`src/design/opd_pkg.sv`:
```
// Shared types, constants and codes for the oscillation period detector.
// Used by opd_ctrl, opd_dp and oscillation_period_detector_core; no dependencies.
package opd_pkg;

    // Field widths.
    localparam int MEAS_W     = 24;
    localparam int TS_W       = 32;
    localparam int ERR_W      = 25;
    localparam int LIM_W      = 26;
    localparam int OVER_W     = 23;
    localparam int CNT_W      = 7;
    localparam int TMO_W      = 20;
    localparam int PER_W      = 21;
    localparam int STAT_W     = 2;
    localparam int STEP_W     = 6;
    localparam int CFG_IDX_W  = 3;
    localparam int CFG_DATA_W = 24;
    localparam int S_TDATA_W  = 56;
    localparam int M_TDATA_W  = 32;

    // Angle constants in Q15.8: 180 and 360 degrees.
    localparam logic signed [ERR_W-1:0] HALF_TURN = 25'sd46080;
    localparam logic [ERR_W-1:0]        FULL_TURN = 25'd92160;

    // Restoring reduction over FULL_TURN << 7 .. FULL_TURN << 0.
    localparam int WRAP_STEPS = 8;
    localparam int WRAP_IDX_W = 3;
    // Quotient bits of the period division (dividend is 2 * span, 33 bits).
    localparam int DIV_W      = 33;
    localparam int DIV_STEPS  = 33;

    localparam logic [PER_W-1:0] PERIOD_MAX = 21'd2097151;

    // Register reset values.
    localparam logic [MEAS_W-1:0] TARGET_RST    = 24'd0;
    localparam logic [OVER_W-1:0] OVERSHOOT_RST = 23'd1536;
    localparam logic [CNT_W-1:0]  REQUIRED_RST  = 7'd4;
    localparam logic [TMO_W-1:0]  TIMEOUT_RST   = 20'd5000;

    typedef enum logic [CFG_IDX_W-1:0] {
        REG_TARGET    = 3'd0,
        REG_OVERSHOOT = 3'd1,
        REG_REQUIRED  = 3'd2,
        REG_TIMEOUT   = 3'd3,
        REG_ANGULAR   = 3'd4
    } t_reg_idx;

    typedef enum logic [STAT_W-1:0] {
        STAT_RUNNING = 2'd0,
        STAT_PERIOD  = 2'd1,
        STAT_ABORTED = 2'd2,
        STAT_TIMEOUT = 2'd3
    } t_status;

    typedef enum logic [7:0] {
        ST_IDLE = 8'b0000_0001,
        ST_LOAD = 8'b0000_0010,
        ST_WRAP = 8'b0000_0100,
        ST_WFIX = 8'b0000_1000,
        ST_EVAL = 8'b0001_0000,
        ST_DIV  = 8'b0010_0000,
        ST_DFIN = 8'b0100_0000,
        ST_OUT  = 8'b1000_0000
    } t_state;

    // Commands from the controller to the datapath.
    typedef struct packed {
        logic              capture;
        logic              load;
        logic              wrap_step;
        logic              wrap_fix;
        logic              eval;
        logic              div_step;
        logic              div_fin;
        logic              emit;
        logic [STEP_W-1:0] step;
    } t_dp_cmd;

    // Status from the datapath to the controller.
    typedef struct packed {
        logic need_wrap;
        logic div_go;
    } t_dp_sts;

endpackage

```
`src/design/opd_ctrl.sv`:
```
// Sequencer of the oscillation period detector: one-hot state machine and step counter.
// Depends on opd_pkg; drives opd_dp through t_dp_cmd.
module opd_ctrl import opd_pkg::*; (
    input  logic    i_clk,
    input  logic    i_rst_n,
    input  logic    i_s_valid,
    output logic    o_s_ready,
    output logic    o_m_valid,
    input  logic    i_m_ready,
    input  t_dp_sts i_sts,
    output t_dp_cmd o_cmd
);

    t_state            r_state, n_state;
    logic [STEP_W-1:0] r_step, n_step;
    logic              r_m_valid, n_m_valid;

    always_comb begin
        n_state        = r_state;
        n_step         = r_step;
        n_m_valid      = r_m_valid & ~i_m_ready;
        o_cmd          = '0;
        o_cmd.step     = r_step;
        case (r_state)
            ST_IDLE: begin
                if (i_s_valid) begin
                    o_cmd.capture = 1'b1;
                    n_state       = ST_LOAD;
                end
            end
            ST_LOAD: begin
                o_cmd.load = 1'b1;
                if (i_sts.need_wrap) begin
                    n_step  = STEP_W'(WRAP_STEPS - 1);
                    n_state = ST_WRAP;
                end else begin
                    n_state = ST_EVAL;
                end
            end
            ST_WRAP: begin
                o_cmd.wrap_step = 1'b1;
                if (r_step == '0) begin
                    n_state = ST_WFIX;
                end else begin
                    n_step = r_step - 1'b1;
                end
            end
            ST_WFIX: begin
                o_cmd.wrap_fix = 1'b1;
                n_state        = ST_EVAL;
            end
            ST_EVAL: begin
                o_cmd.eval = 1'b1;
                if (i_sts.div_go) begin
                    n_step  = STEP_W'(DIV_STEPS - 1);
                    n_state = ST_DIV;
                end else begin
                    n_state = ST_OUT;
                end
            end
            ST_DIV: begin
                o_cmd.div_step = 1'b1;
                if (r_step == '0) begin
                    n_state = ST_DFIN;
                end else begin
                    n_step = r_step - 1'b1;
                end
            end
            ST_DFIN: begin
                o_cmd.div_fin = 1'b1;
                n_state       = ST_OUT;
            end
            ST_OUT: begin
                // The result register is free when empty or drained this cycle.
                if (!r_m_valid || i_m_ready) begin
                    o_cmd.emit = 1'b1;
                    n_m_valid  = 1'b1;
                    n_state    = ST_IDLE;
                end
            end
            default: begin
                n_state = ST_IDLE;
            end
        endcase
    end

    always_ff @(posedge i_clk) begin
        if (!i_rst_n) begin
            r_state   <= ST_IDLE;
            r_step    <= '0;
            r_m_valid <= 1'b0;
        end else begin
            r_state   <= n_state;
            r_step    <= n_step;
            r_m_valid <= n_m_valid;
        end
    end

    assign o_s_ready = (r_state == ST_IDLE);
    assign o_m_valid = r_m_valid;

endmodule

```
`src/design/opd_dp.sv`:
```
// Datapath of the oscillation period detector: registers, error wrap, trial state,
// serial period divider and the result register. Depends on opd_pkg; run by opd_ctrl.
module opd_dp import opd_pkg::*; (
    input  logic                  i_clk,
    input  logic                  i_rst_n,
    input  t_dp_cmd               i_cmd,
    output t_dp_sts               o_sts,
    input  logic                  i_cfg_wr,
    input  logic [CFG_IDX_W-1:0]  i_cfg_index,
    input  logic [CFG_DATA_W-1:0] i_cfg_data,
    input  logic                  i_start,
    input  logic [MEAS_W-1:0]     i_meas,
    input  logic [TS_W-1:0]       i_ts,
    output logic [STAT_W-1:0]     o_status,
    output logic [PER_W-1:0]      o_period,
    output logic [CNT_W-1:0]      o_crossings
);

    // Configuration registers.
    logic signed [MEAS_W-1:0] r_target;
    logic [OVER_W-1:0]        r_over;
    logic [CNT_W-1:0]         r_required;
    logic [TMO_W-1:0]         r_timeout;
    logic                     r_angular;

    // Captured sample.
    logic                     r_start;
    logic signed [MEAS_W-1:0] r_meas;
    logic [TS_W-1:0]          r_ts;

    // Trial state.
    logic signed [ERR_W-1:0]  r_prev;
    logic [CNT_W-1:0]         r_count;
    logic [TS_W-1:0]          r_first;
    logic [TS_W-1:0]          r_last;
    logic [TS_W-1:0]          r_tstart;
    logic [STAT_W-1:0]        r_status;
    logic [PER_W-1:0]         r_held;

    // Working registers.
    logic signed [ERR_W-1:0]  r_err;
    logic signed [LIM_W-1:0]  r_limit;
    logic [ERR_W-1:0]         r_wrem;
    logic                     r_wneg;
    logic [DIV_W-1:0]         r_dq;
    logic [CNT_W-1:0]         r_rem;
    logic [CNT_W-1:0]         r_dvs;

    // Result register.
    logic [STAT_W-1:0]        r_o_status;
    logic [PER_W-1:0]         r_o_period;
    logic [CNT_W-1:0]         r_o_cross;

    logic signed [ERR_W-1:0]  err_c;
    logic signed [LIM_W-1:0]  tgt_l;
    logic signed [LIM_W-1:0]  tgt_abs;
    logic signed [LIM_W-1:0]  lim_c;
    logic [ERR_W-1:0]         wsub;
    logic [ERR_W-1:0]         wrem_nx;
    logic signed [ERR_W-1:0]  wfix_c;
    logic signed [LIM_W-1:0]  mag;
    logic [TS_W-1:0]          elapsed;
    logic                     timed_out;
    logic                     aborted;
    logic                     crossed;
    logic [CNT_W-1:0]         cnt_nx;
    logic [TS_W-1:0]          first_nx;
    logic [TS_W-1:0]          last_nx;
    logic [CNT_W-1:0]         req;
    logic                     div_go;
    logic [CNT_W:0]           dtrial;
    logic                     dge;
    logic [CNT_W:0]           ddiff;

    // Error and abort threshold, formed in the load cycle.
    assign err_c   = ERR_W'(r_target) - ERR_W'(r_meas);
    assign tgt_l   = LIM_W'(r_target);
    assign tgt_abs = r_target[MEAS_W-1] ? -tgt_l : tgt_l;
    assign lim_c   = LIM_W'($signed({1'b0, r_over})) + (r_angular ? tgt_abs : tgt_l);

    // One restoring step of the reduction modulo a full turn.
    assign wsub    = FULL_TURN << i_cmd.step[WRAP_IDX_W-1:0];
    assign wrem_nx = (r_wrem >= wsub) ? (r_wrem - wsub) : r_wrem;

    // Map the remainder back into the half-turn band; exact multiples land on the edge.
    always_comb begin
        if (r_wrem == '0) begin
            wfix_c = r_wneg ? -HALF_TURN : HALF_TURN;
        end else if (r_wneg) begin
            wfix_c = HALF_TURN - $signed(r_wrem);
        end else begin
            wfix_c = $signed(r_wrem) - HALF_TURN;
        end
    end

    // Evaluation of one sample.
    assign mag       = r_err[ERR_W-1] ? -LIM_W'(r_err) : LIM_W'(r_err);
    assign elapsed   = r_ts - r_tstart;
    assign timed_out = (elapsed >= TS_W'(r_timeout));
    assign aborted   = (mag > r_limit);
    assign crossed   = (r_prev != '0) && (r_err != '0) && (r_prev[ERR_W-1] != r_err[ERR_W-1]);
    assign cnt_nx    = crossed ? (r_count + 1'b1) : r_count;
    assign first_nx  = (crossed && (cnt_nx == CNT_W'(1))) ? r_ts : r_first;
    assign last_nx   = crossed ? r_ts : r_last;
    assign req       = (r_required < CNT_W'(2)) ? CNT_W'(2) : r_required;
    assign div_go    = (r_status == STAT_RUNNING) && !timed_out && !aborted && (cnt_nx >= req);

    // Restoring division step.
    assign dtrial = {r_rem, r_dq[DIV_W-1]};
    assign dge    = (dtrial >= {1'b0, r_dvs});
    assign ddiff  = dtrial - {1'b0, r_dvs};

    assign o_sts.need_wrap = r_angular && ((err_c > HALF_TURN) || (err_c < -HALF_TURN));
    assign o_sts.div_go    = div_go;

    always_ff @(posedge i_clk) begin
        if (!i_rst_n) begin
            r_target   <= TARGET_RST;
            r_over     <= OVERSHOOT_RST;
            r_required <= REQUIRED_RST;
            r_timeout  <= TIMEOUT_RST;
            r_angular  <= 1'b0;
            r_prev     <= '0;
            r_count    <= '0;
            r_first    <= '0;
            r_last     <= '0;
            r_tstart   <= '0;
            r_status   <= STAT_RUNNING;
            r_held     <= '0;
        end else begin
            if (i_cfg_wr) begin
                case (i_cfg_index)
                    REG_TARGET:    r_target   <= i_cfg_data;
                    REG_OVERSHOOT: r_over     <= i_cfg_data[OVER_W-1:0];
                    REG_REQUIRED:  r_required <= i_cfg_data[CNT_W-1:0];
                    REG_TIMEOUT:   r_timeout  <= i_cfg_data[TMO_W-1:0];
                    REG_ANGULAR:   r_angular  <= i_cfg_data[0];
                    default: begin
                    end
                endcase
            end
            if (i_cmd.load && r_start) begin
                r_prev   <= ERR_W'(r_target);
                r_count  <= '0;
                r_first  <= '0;
                r_last   <= '0;
                r_tstart <= r_ts;
                r_status <= STAT_RUNNING;
                r_held   <= '0;
            end
            if (i_cmd.eval && (r_status == STAT_RUNNING)) begin
                if (timed_out) begin
                    r_status <= STAT_TIMEOUT;
                end else if (aborted) begin
                    r_status <= STAT_ABORTED;
                end else begin
                    r_count <= cnt_nx;
                    r_first <= first_nx;
                    r_last  <= last_nx;
                    r_prev  <= r_err;
                end
            end
            if (i_cmd.div_fin) begin
                r_status <= STAT_PERIOD;
                r_held   <= (r_dq[DIV_W-1:PER_W] != '0) ? PERIOD_MAX : r_dq[PER_W-1:0];
            end
        end
    end

    // Payload and working registers need no reset.
    always_ff @(posedge i_clk) begin
        if (i_cmd.capture) begin
            r_start <= i_start;
            r_meas  <= i_meas;
            r_ts    <= i_ts;
        end
        if (i_cmd.load) begin
            r_err   <= err_c;
            r_limit <= lim_c;
            if (err_c > HALF_TURN) begin
                r_wrem <= err_c - HALF_TURN;
                r_wneg <= 1'b0;
            end else begin
                r_wrem <= -HALF_TURN - err_c;
                r_wneg <= 1'b1;
            end
        end
        if (i_cmd.wrap_step) begin
            r_wrem <= wrem_nx;
        end
        if (i_cmd.wrap_fix) begin
            r_err <= wfix_c;
        end
        if (i_cmd.eval) begin
            // The dividend is twice the span between first and last crossing.
            r_dq  <= {last_nx - first_nx, 1'b0};
            r_rem <= '0;
            r_dvs <= req - 1'b1;
        end
        if (i_cmd.div_step) begin
            r_dq  <= {r_dq[DIV_W-2:0], dge};
            r_rem <= dge ? ddiff[CNT_W-1:0] : dtrial[CNT_W-1:0];
        end
        if (i_cmd.emit) begin
            r_o_status <= r_status;
            r_o_period <= (r_status == STAT_PERIOD) ? r_held : '0;
            r_o_cross  <= r_count;
        end
    end

    assign o_status    = r_o_status;
    assign o_period    = r_o_period;
    assign o_crossings = r_o_cross;

endmodule

```
`src/design/oscillation_period_detector_core.sv`:
```
// A beat accepted in idle is captured, loaded and evaluated, then handed to the output
// register; an angular sample that needs wrapping adds 8 modulo steps and a fixup, and
// a sample that completes the period adds 33 divider steps and a saturate.
// No new beat is taken before the hand-off, which waits on the divider and m_tready.
// Reset (i_rst_n low, synchronous) restores register defaults and a fresh, running trial.
// Depends on opd_pkg, opd_ctrl and opd_dp.
module oscillation_period_detector_core import opd_pkg::*; (
    input  logic                  i_clk,
    input  logic                  i_rst_n,
    // Configuration write channel.
    input  logic                  i_cfg_valid,
    output logic                  o_cfg_ready,
    input  logic [CFG_IDX_W-1:0]  i_cfg_index,
    input  logic [CFG_DATA_W-1:0] i_cfg_data,
    // Sample stream.
    input  logic                  s_tvalid,
    output logic                  s_tready,
    input  logic [S_TDATA_W-1:0]  s_tdata,  // [23:0] measurement, [55:24] timestamp_ms
    input  logic                  s_tuser,  // [0] trial_start
    // Result stream.
    output logic                  m_tvalid,
    input  logic                  m_tready,
    output logic [M_TDATA_W-1:0]  m_tdata   // [1:0] status, [22:2] period_ms,
                                            // [29:23] crossings, [31:30] zero
);

    t_dp_cmd           cmd;
    t_dp_sts           sts;
    logic [STAT_W-1:0] status;
    logic [PER_W-1:0]  period;
    logic [CNT_W-1:0]  crossings;

    // Always taken; the host must write them only while idle, unchecked by the block.
    assign o_cfg_ready = 1'b1;

    // The controller walks each beat through load, optional angle wrap, evaluation,
    // optional period division and hand-off to the output register.
    opd_ctrl u_ctrl (
        .i_clk     (i_clk),
        .i_rst_n   (i_rst_n),
        .i_s_valid (s_tvalid),
        .o_s_ready (s_tready),
        .o_m_valid (m_tvalid),
        .i_m_ready (m_tready),
        .i_sts     (sts),
        .o_cmd     (cmd)
    );

    // The datapath holds the registers, the trial state and the result register, so a new
    // beat is taken while the previous result still waits downstream.
    opd_dp u_dp (
        .i_clk       (i_clk),
        .i_rst_n     (i_rst_n),
        .i_cmd       (cmd),
        .o_sts       (sts),
        .i_cfg_wr    (i_cfg_valid),
        .i_cfg_index (i_cfg_index),
        .i_cfg_data  (i_cfg_data),
        .i_start     (s_tuser),
        .i_meas      (s_tdata[MEAS_W-1:0]),
        .i_ts        (s_tdata[MEAS_W +: TS_W]),
        .o_status    (status),
        .o_period    (period),
        .o_crossings (crossings)
    );

    assign m_tdata = {2'b00, crossings, period, status};

    // A beat occupies the block: input is not taken again in the following cycle.
    a_one_at_a_time: assert property (@(posedge i_clk) disable iff (!i_rst_n)
        (s_tvalid && s_tready) |=> !s_tready)
        else $error("sample accepted while previous sample in progress");

    // A period value only travels with the period-found status.
    a_period_only_found: assert property (@(posedge i_clk) disable iff (!i_rst_n)
        (m_tvalid && (m_tdata[1:0] != STAT_PERIOD)) |-> (m_tdata[22:2] == '0))
        else $error("nonzero period without period-found status");

    // A result is loaded as the controller returns to idle.
    a_result_returns_idle: assert property (@(posedge i_clk) disable iff (!i_rst_n)
        $rose(m_tvalid) |-> s_tready)
        else $error("result loaded without returning to idle");

endmodule
```
`config.mk`:
```
export PLATFORM = sky130hd
export DESIGN_NAME = oscillation_period_detector_core
export DESIGN_NICKNAME = d
export VERILOG_FILES = /design/src/design/opd_pkg.sv /design/src/design/opd_ctrl.sv /design/src/design/opd_dp.sv /design/src/design/oscillation_period_detector_core.sv
export SDC_FILE = /design/constraint.sdc
export NUM_CORES = 1
export LEC_CHECK = 0
export BUFFER_PORTS_ARGS = -buffer_cell sky130_fd_sc_hd__buf_2
export CAP_MARGIN = 10
export CORE_ASPECT_RATIO = 0.5
export CORE_MARGIN = 2
export CORE_UTILIZATION = 48
export CTS_CLUSTER_DIAMETER = 100
export DETAILED_ROUTE_END_ITERATION = 10
export GPL_ROUTABILITY_DRIVEN = 0
export PLACE_DENSITY_LB_ADDON = 0.08
export SYNTH_ARGS = -nofsm -noshare
export SYNTH_HDL_FRONTEND = slang
export SYNTH_HIERARCHICAL = 1
export SYNTH_SLANG_ARGS = --single-unit
```
`constraint.sdc`:
```
create_clock -name i_clk -period 7.5 [get_ports i_clk]
set_input_delay 0.75 -clock i_clk [delete_from_list [all_inputs] [get_ports i_clk]]
set_output_delay 0.75 -clock i_clk [all_outputs]
set_load 0.02 [all_outputs]
```
After elaboration in Yosys (flattened, before gate mapping)
Index checks and enable logic that the tools add are counted.
Storage, ports and cells
  register bits after elaboration: 452
  latch bits: 0
  RAM bits: 0
  memory bits (read-only): 0
  bits of input ports: 89
  word-level logic and storage cells: 184
  memories kept: 0
Cells by class
  add/sub/neg operators: 15
  multiply operators: 0
  div/mod/pow operators: 0
  $lt $le $gt $ge: 8
  equality and inequality tests: 23
  shift-type cells: 1
  mux-type cells: 69
  bitwise gates (word level): 3
  reductions and logical operators: 36
Operator list (number)
  two-way mux 25 bit: 13
  two-way mux 32 bit: 10
  two-way mux 26 bit: 3
  two-way mux 33 bit: 2
  one-hot mux 8 bit (8 select lines): 1
  subtractor 32 bit: 2
  two-way mux 21 bit: 3
  two-way mux 7 bit: 9
  nonzero test 25 bit: 2
  subtractor 17 x 25 -> 25 bit (first input constant): 2
  subtractor 25 x 17 -> 25 bit (second input constant): 2
  two-way mux 8 bit: 5
  >= comparator 32 x 20 -> 1 bit: 1
  adder 24 x 26 -> 26 bit: 1
  > comparator 26 bit: 1
  negator 24 -> 26 bit: 1
  negator 25 -> 26 bit: 1
  >= comparator 25 bit: 1
  > comparator 25 x 17 -> 1 bit (second input constant): 1
  zero test 25 bit: 1
  < comparator 25 x 17 -> 1 bit (second input constant): 1
  left shift 17 x 3 -> 25 bit (first input constant): 1
  subtractor 24 x 24 -> 25 bit: 1
  subtractor 25 bit: 1
  42 further kinds: 89

Longest topological paths before layout
  depth after elaboration: 10
  depth in mapped cells: 28
  mapped depth without buffers: 27

Modules after synthesis
Netlist, hierarchy kept.
Modules (own cells, without submodules)
  opd_dp: times used 1, cells each 3258, area each 28899.0 µm², seq. area each 10860.4 µm²
  opd_ctrl: times used 1, cells each 108, area each 909.6 µm², seq. area each 300.3 µm²
  oscillation_period_detector_core: times used 1, cells each 5, area each 30.0 µm², seq. area each 0.0 µm²

Worst setup path before layout
OpenSTA, ideal clock, no wires.
  kind: register to register
  start: register u_dp.r_err[9]
  end: register u_dp.r_dq[28] (data pin)
  setup time: 0.260 ns
  arrival time: 5.588 ns
  required time: 7.240 ns
  setup slack: 1.653 ns
  cell stages (with the launch flop): 24
  cells stage by stage: edfxtp_1 > or4_4 > or4b_4 > or4_4 > or3_4 > o31ai_2 > mux2_2 > a21oi_2 > nand4_4 > buf_6 > mux2_2 > inv_1 > ha_1 > nor2b_1 > o211ai_1 > a21oi_1 > o2111ai_1 > a211oi_1 > o211ai_1 > a21oi_1 > or3_1 > a21oi_1 > xnor2_1 > mux2_2
On the way
  longest elaborated chain between the ends: 10
  elaborated cells on any way between the ends: 11
RTL lines
  from (decl): line opd_dp.sv:41  | logic signed [ERR_W-1:0] r_err;
  from (signal assigned): line opd_dp.sv:178  | r_err <= err_c;
  from (signal assigned): line opd_dp.sv:192  | r_err <= wfix_c;
  nonzero test 25 bit (*): line opd_dp.sv:101  | assign crossed = (r_prev != '0) && (r_err != '0) && (r_prev[ERR_W-1] != r_err[ERR_W-1]);
  logical AND 1 bit (*) (2 in a row): line opd_dp.sv:101
  two-way mux 7 bit: line opd_dp.sv:102  | assign cnt_nx = crossed ? (r_count + 1'b1) : r_count;
  equality test 7 x 1 -> 1 bit: line opd_dp.sv:103  | assign first_nx = (crossed && (cnt_nx == CNT_W'(1))) ? r_ts : r_first;
  logical AND 1 bit: line opd_dp.sv:103
  two-way mux 32 bit: line opd_dp.sv:103
  subtractor 32 bit (*): line opd_dp.sv:196  | r_dq <= {last_nx - first_nx, 1'b0};
  two-way mux 33 bit (*): line opd_dp.sv:194  | if (i_cmd.eval) begin
  two-way mux 33 bit (*): line opd_dp.sv:200  | if (i_cmd.div_step) begin
  to (signal assigned): line opd_dp.sv:196
  to (signal assigned): line opd_dp.sv:201  | r_dq <= {r_dq[DIV_W-2:0], dge};
  to (decl): line opd_dp.sv:45  | logic [DIV_W-1:0] r_dq;
Every way passes the cells marked *; elsewhere a longest branch is shown, timed or not. The select of a mux whose other input is x is not followed.
A chain may end at the register's enable or synchronous reset.

Worst setup path after layout
Same ends and word-level chain as after synthesis.

==> impl_metrics.toml <==
[status]
outcome = "completed"

[routing]
via_count = 23800
ant_nets = 0
first_pass_iters = 5
wl_um = 76600
viasPerCell = 5.60
wl_per_cell_um = 18.0
drc = 0
drt_iter0_drc = 1663

[timing]
skew_ps = 29.1
maxSlewViolCount = 0
finalHoldViolations = 0
finalSetupTns_ps = 0
finalSetupViolCount = 0
hold_slack_ps = 336
min_period_ps = 6550
rsz0062_at_grt = "false"
tightest_slew_ps = 1160
fin_crit_sh_pct = 87.3
clock.fmax_mhz = 153
maxSlewHeadroom_pct = 22.8

[synth]
yosysWarnings = 6
syn-instance-count = 3371
ys_seq_area_share_pct = 37.4
synth_cell_type_count = 90
synthArstFlopShare_pct = 0
synth.largest_area_cell = "edfxtp_1"
synth-edff-count = 211
synth-main-ff-cell = "dfxtp_1"
synth.avg_cell_area_um2 = 8.85
ys_seq_elements = 452
syn-cell-area_um2 = 29800
netlist_top_cells_area = "edfxtp_1 21%, dfxtp_1 16%, ha_1 8.6%, nand2_1 6.5%, mux2i_1 4.0%"
yosysTopAreaCellShare_pct = 21.2

[finish]
final_util_pct = 53.2
layout.nets = 3692
diodes = 0
final-instance-count-excl-fill = 4255
final_common_cell = "nand2_1"
final_cell_mix = "512 x nand2_1, 241 x dfxtp_1, 211 x edfxtp_1"
drive_gt1_share_pct = 9.91
area_growth_pct = 9.17

[grt]
grt_max_degree = 124
grt_pass1_wl_um = 122000
gr-total-overflow = 0
track_usage_pct = 23.4
antenna_found_initial = 2
grt_pass1_vias = 22500

[worst_setup_path]
end_kind = "flip-flop"
worstSetupPathType = "flip-flop to flip-flop"
startpoint = "u_dp/r_err[9]"
reg2reg_from = "u_dp/r_err[9]"
worst_r2r_path_depth = 22
crit_arrival_ps = 6880
critPathMaxFanout = 21
ff2ff_setup_slack_ps = 950
required_ps = 7830
reg2reg_to = "u_dp/r_dq[28]"
crit_end = "u_dp/r_dq[28]"
start_kind = "flip-flop"

[clocking]
root_buffer = "clkbuf_16"
cts_setup_buffers = 0
htree_levels = 2
clk_pin_slew_ps = 70
cts_num_sinks = 452
ctsHoldBuffers = 0
numCtsBuffers = 45
clock_path_buffers = 3
worstSkewPairLatency_ps = 590
cts_resized = 0
cts_tree = "yes"

[floorplan]
die_h_um = 180
rows = 64
die_w_um = 357
coreArea_um2 = 61300
initial_core_util_pct = 48.7
io_pins = 124
fp.dieArea_um2 = 64300

[placement]
numPortBuffers = 120
place_inst = 4172
dp_hpwl_um = 55600

[flow_run]
drv_cap = 0

[power]
power_leakage_nw = 13.6
ir_worst_vdd_uv = 141
p_per_area_nw_per_um2 = 206

[worst_hold_path]
hold_path_class = "input pin to flip-flop"
-- cells by family (layout without fill, tap and decap cells) --
logic type	count (synthesis)	after routing	synth area share [%]
flip-flops	452	452	37.4
multiplexers	197	197	7.19
adder cells (fa/ha/maj)	209	209	8.89
AND/OR/NAND/NOR	1231	1231	20.0
AO/OA/AOI/OAI	752	752	16.6
other	3	4	0.0377
XOR/XNOR	175	175	5.14
buffers and inverters	352	410	4.80
-- cells in the mapped netlist, types with 40 or more instances --
cell and count:
nand2_1 513, dfxtp_1 241, edfxtp_1 211, ha_1 204
inv_1 184, nor2_1 179, a21oi_1 178, o21ai_0 152
clkbuf_1 135, xnor2_1 125, mux2i_1 118, a21boi_0 97
nand3_1 93, nor2b_1 70, nor3_1 69, a21o_1 55
and3_1 52, xor2_1 50, mux2_2 48, and2_1 40
-- worst min-delay path by stage --
stage	startpoint	end	slack (ps)	depth (start not counted)
global route	s_tdata[34]	u_dp/r_ts[10]	310	1
floorplan	u_dp/r_timeout[10]	u_dp/r_timeout[10]	440	2
CTS	s_tdata[55]	u_dp/r_ts[31]	310	1
finish	s_tdata[55]	u_dp/r_ts[31]	340	1
global placement	u_dp/r_last[20]	u_dp/r_last[20]	450	2
detailed placement	u_dp/r_last[11]	u_dp/r_last[11]	460	2
-- metrics by stage --
step / power, mW / setup WS (ps) / cell area, um^2
floorplan: 3.85 / 1650 / 29800
global placement: 4.19 / 995 / 30900
detailed placement: 4.21 / 954 / 30900
CTS: 6.78 / 940 / 32600
global route: 7.06 / 543 / 32600
finish: 6.73 / 950 / 32600
-- sequential cells by signal, indices dropped and copies added (netlist names), 2 cells and up --
name	count
u_dp/r_limit	26
u_dp/r_dvs	7
u_dp/o_crossings	7
u_dp/r_meas	24
u_dp/r_wrem	25
u_dp/r_rem	7
u_dp/r_ts	32
u_dp/r_timeout	20
u_dp/r_target	24
u_dp/r_dq	33
u_dp/r_held	21
u_dp/o_status	2
u_ctrl/r_step	6
u_dp/r_prev	25
u_dp/r_over	23
u_dp/r_status	2
u_dp/r_required	7
u_dp/r_tstart	32
u_dp/r_count	7
u_dp/r_first	32
u_dp/r_err	25
u_dp/o_period	21
u_dp/r_last	32
u_ctrl/r_state	8
-- layer usage --
layer	track usage, %	vias up	part of all wire, %
li1	-	12100	-
met3	2.98	76	4.4
met4	3.93	0	1.4
met2	39.0	453	46
met5	0	-	0
met1	32.8	11200	48
-- report_power, final --
part / switching [mW] / internal (mW) / leakage (nW)
Clock: 1.05 / 1.51 / 0.791
Combinational: 0.800 / 0.553 / 8.86
Sequential: 0.0924 / 2.72 / 3.92
-- final cells by class --
class                      count  area [um^2]
sequential                   452        11200
fill                        5719        28700
clock inverter                24          388
timing repair buffer         141          779
multi-input combinational   2568        17300
tap                          825         1030
inverter                     186          698
clock buffer                  59         1240
-- critical path, stage by stage, from the launching register on --
cell	delay [ps]
edfxtp_1	460
or4_4	570
or4b_4	520
or4_4	450
or3_4	360
o31ai_2	170
mux2_2	210
a21oi_4	60
nand4_4	380
mux2_2	430
inv_1	70
ha_1	220
nor2b_1	140
o211ai_1	270
a21oi_1	140
o2111ai_1	340
a211oi_1	170
o211ai_1	300
a21oi_1	130
or3_1	370
a21oi_1	190
xnor2_1	80
mux2_2	260
Power figures use the tool's default switching activity.
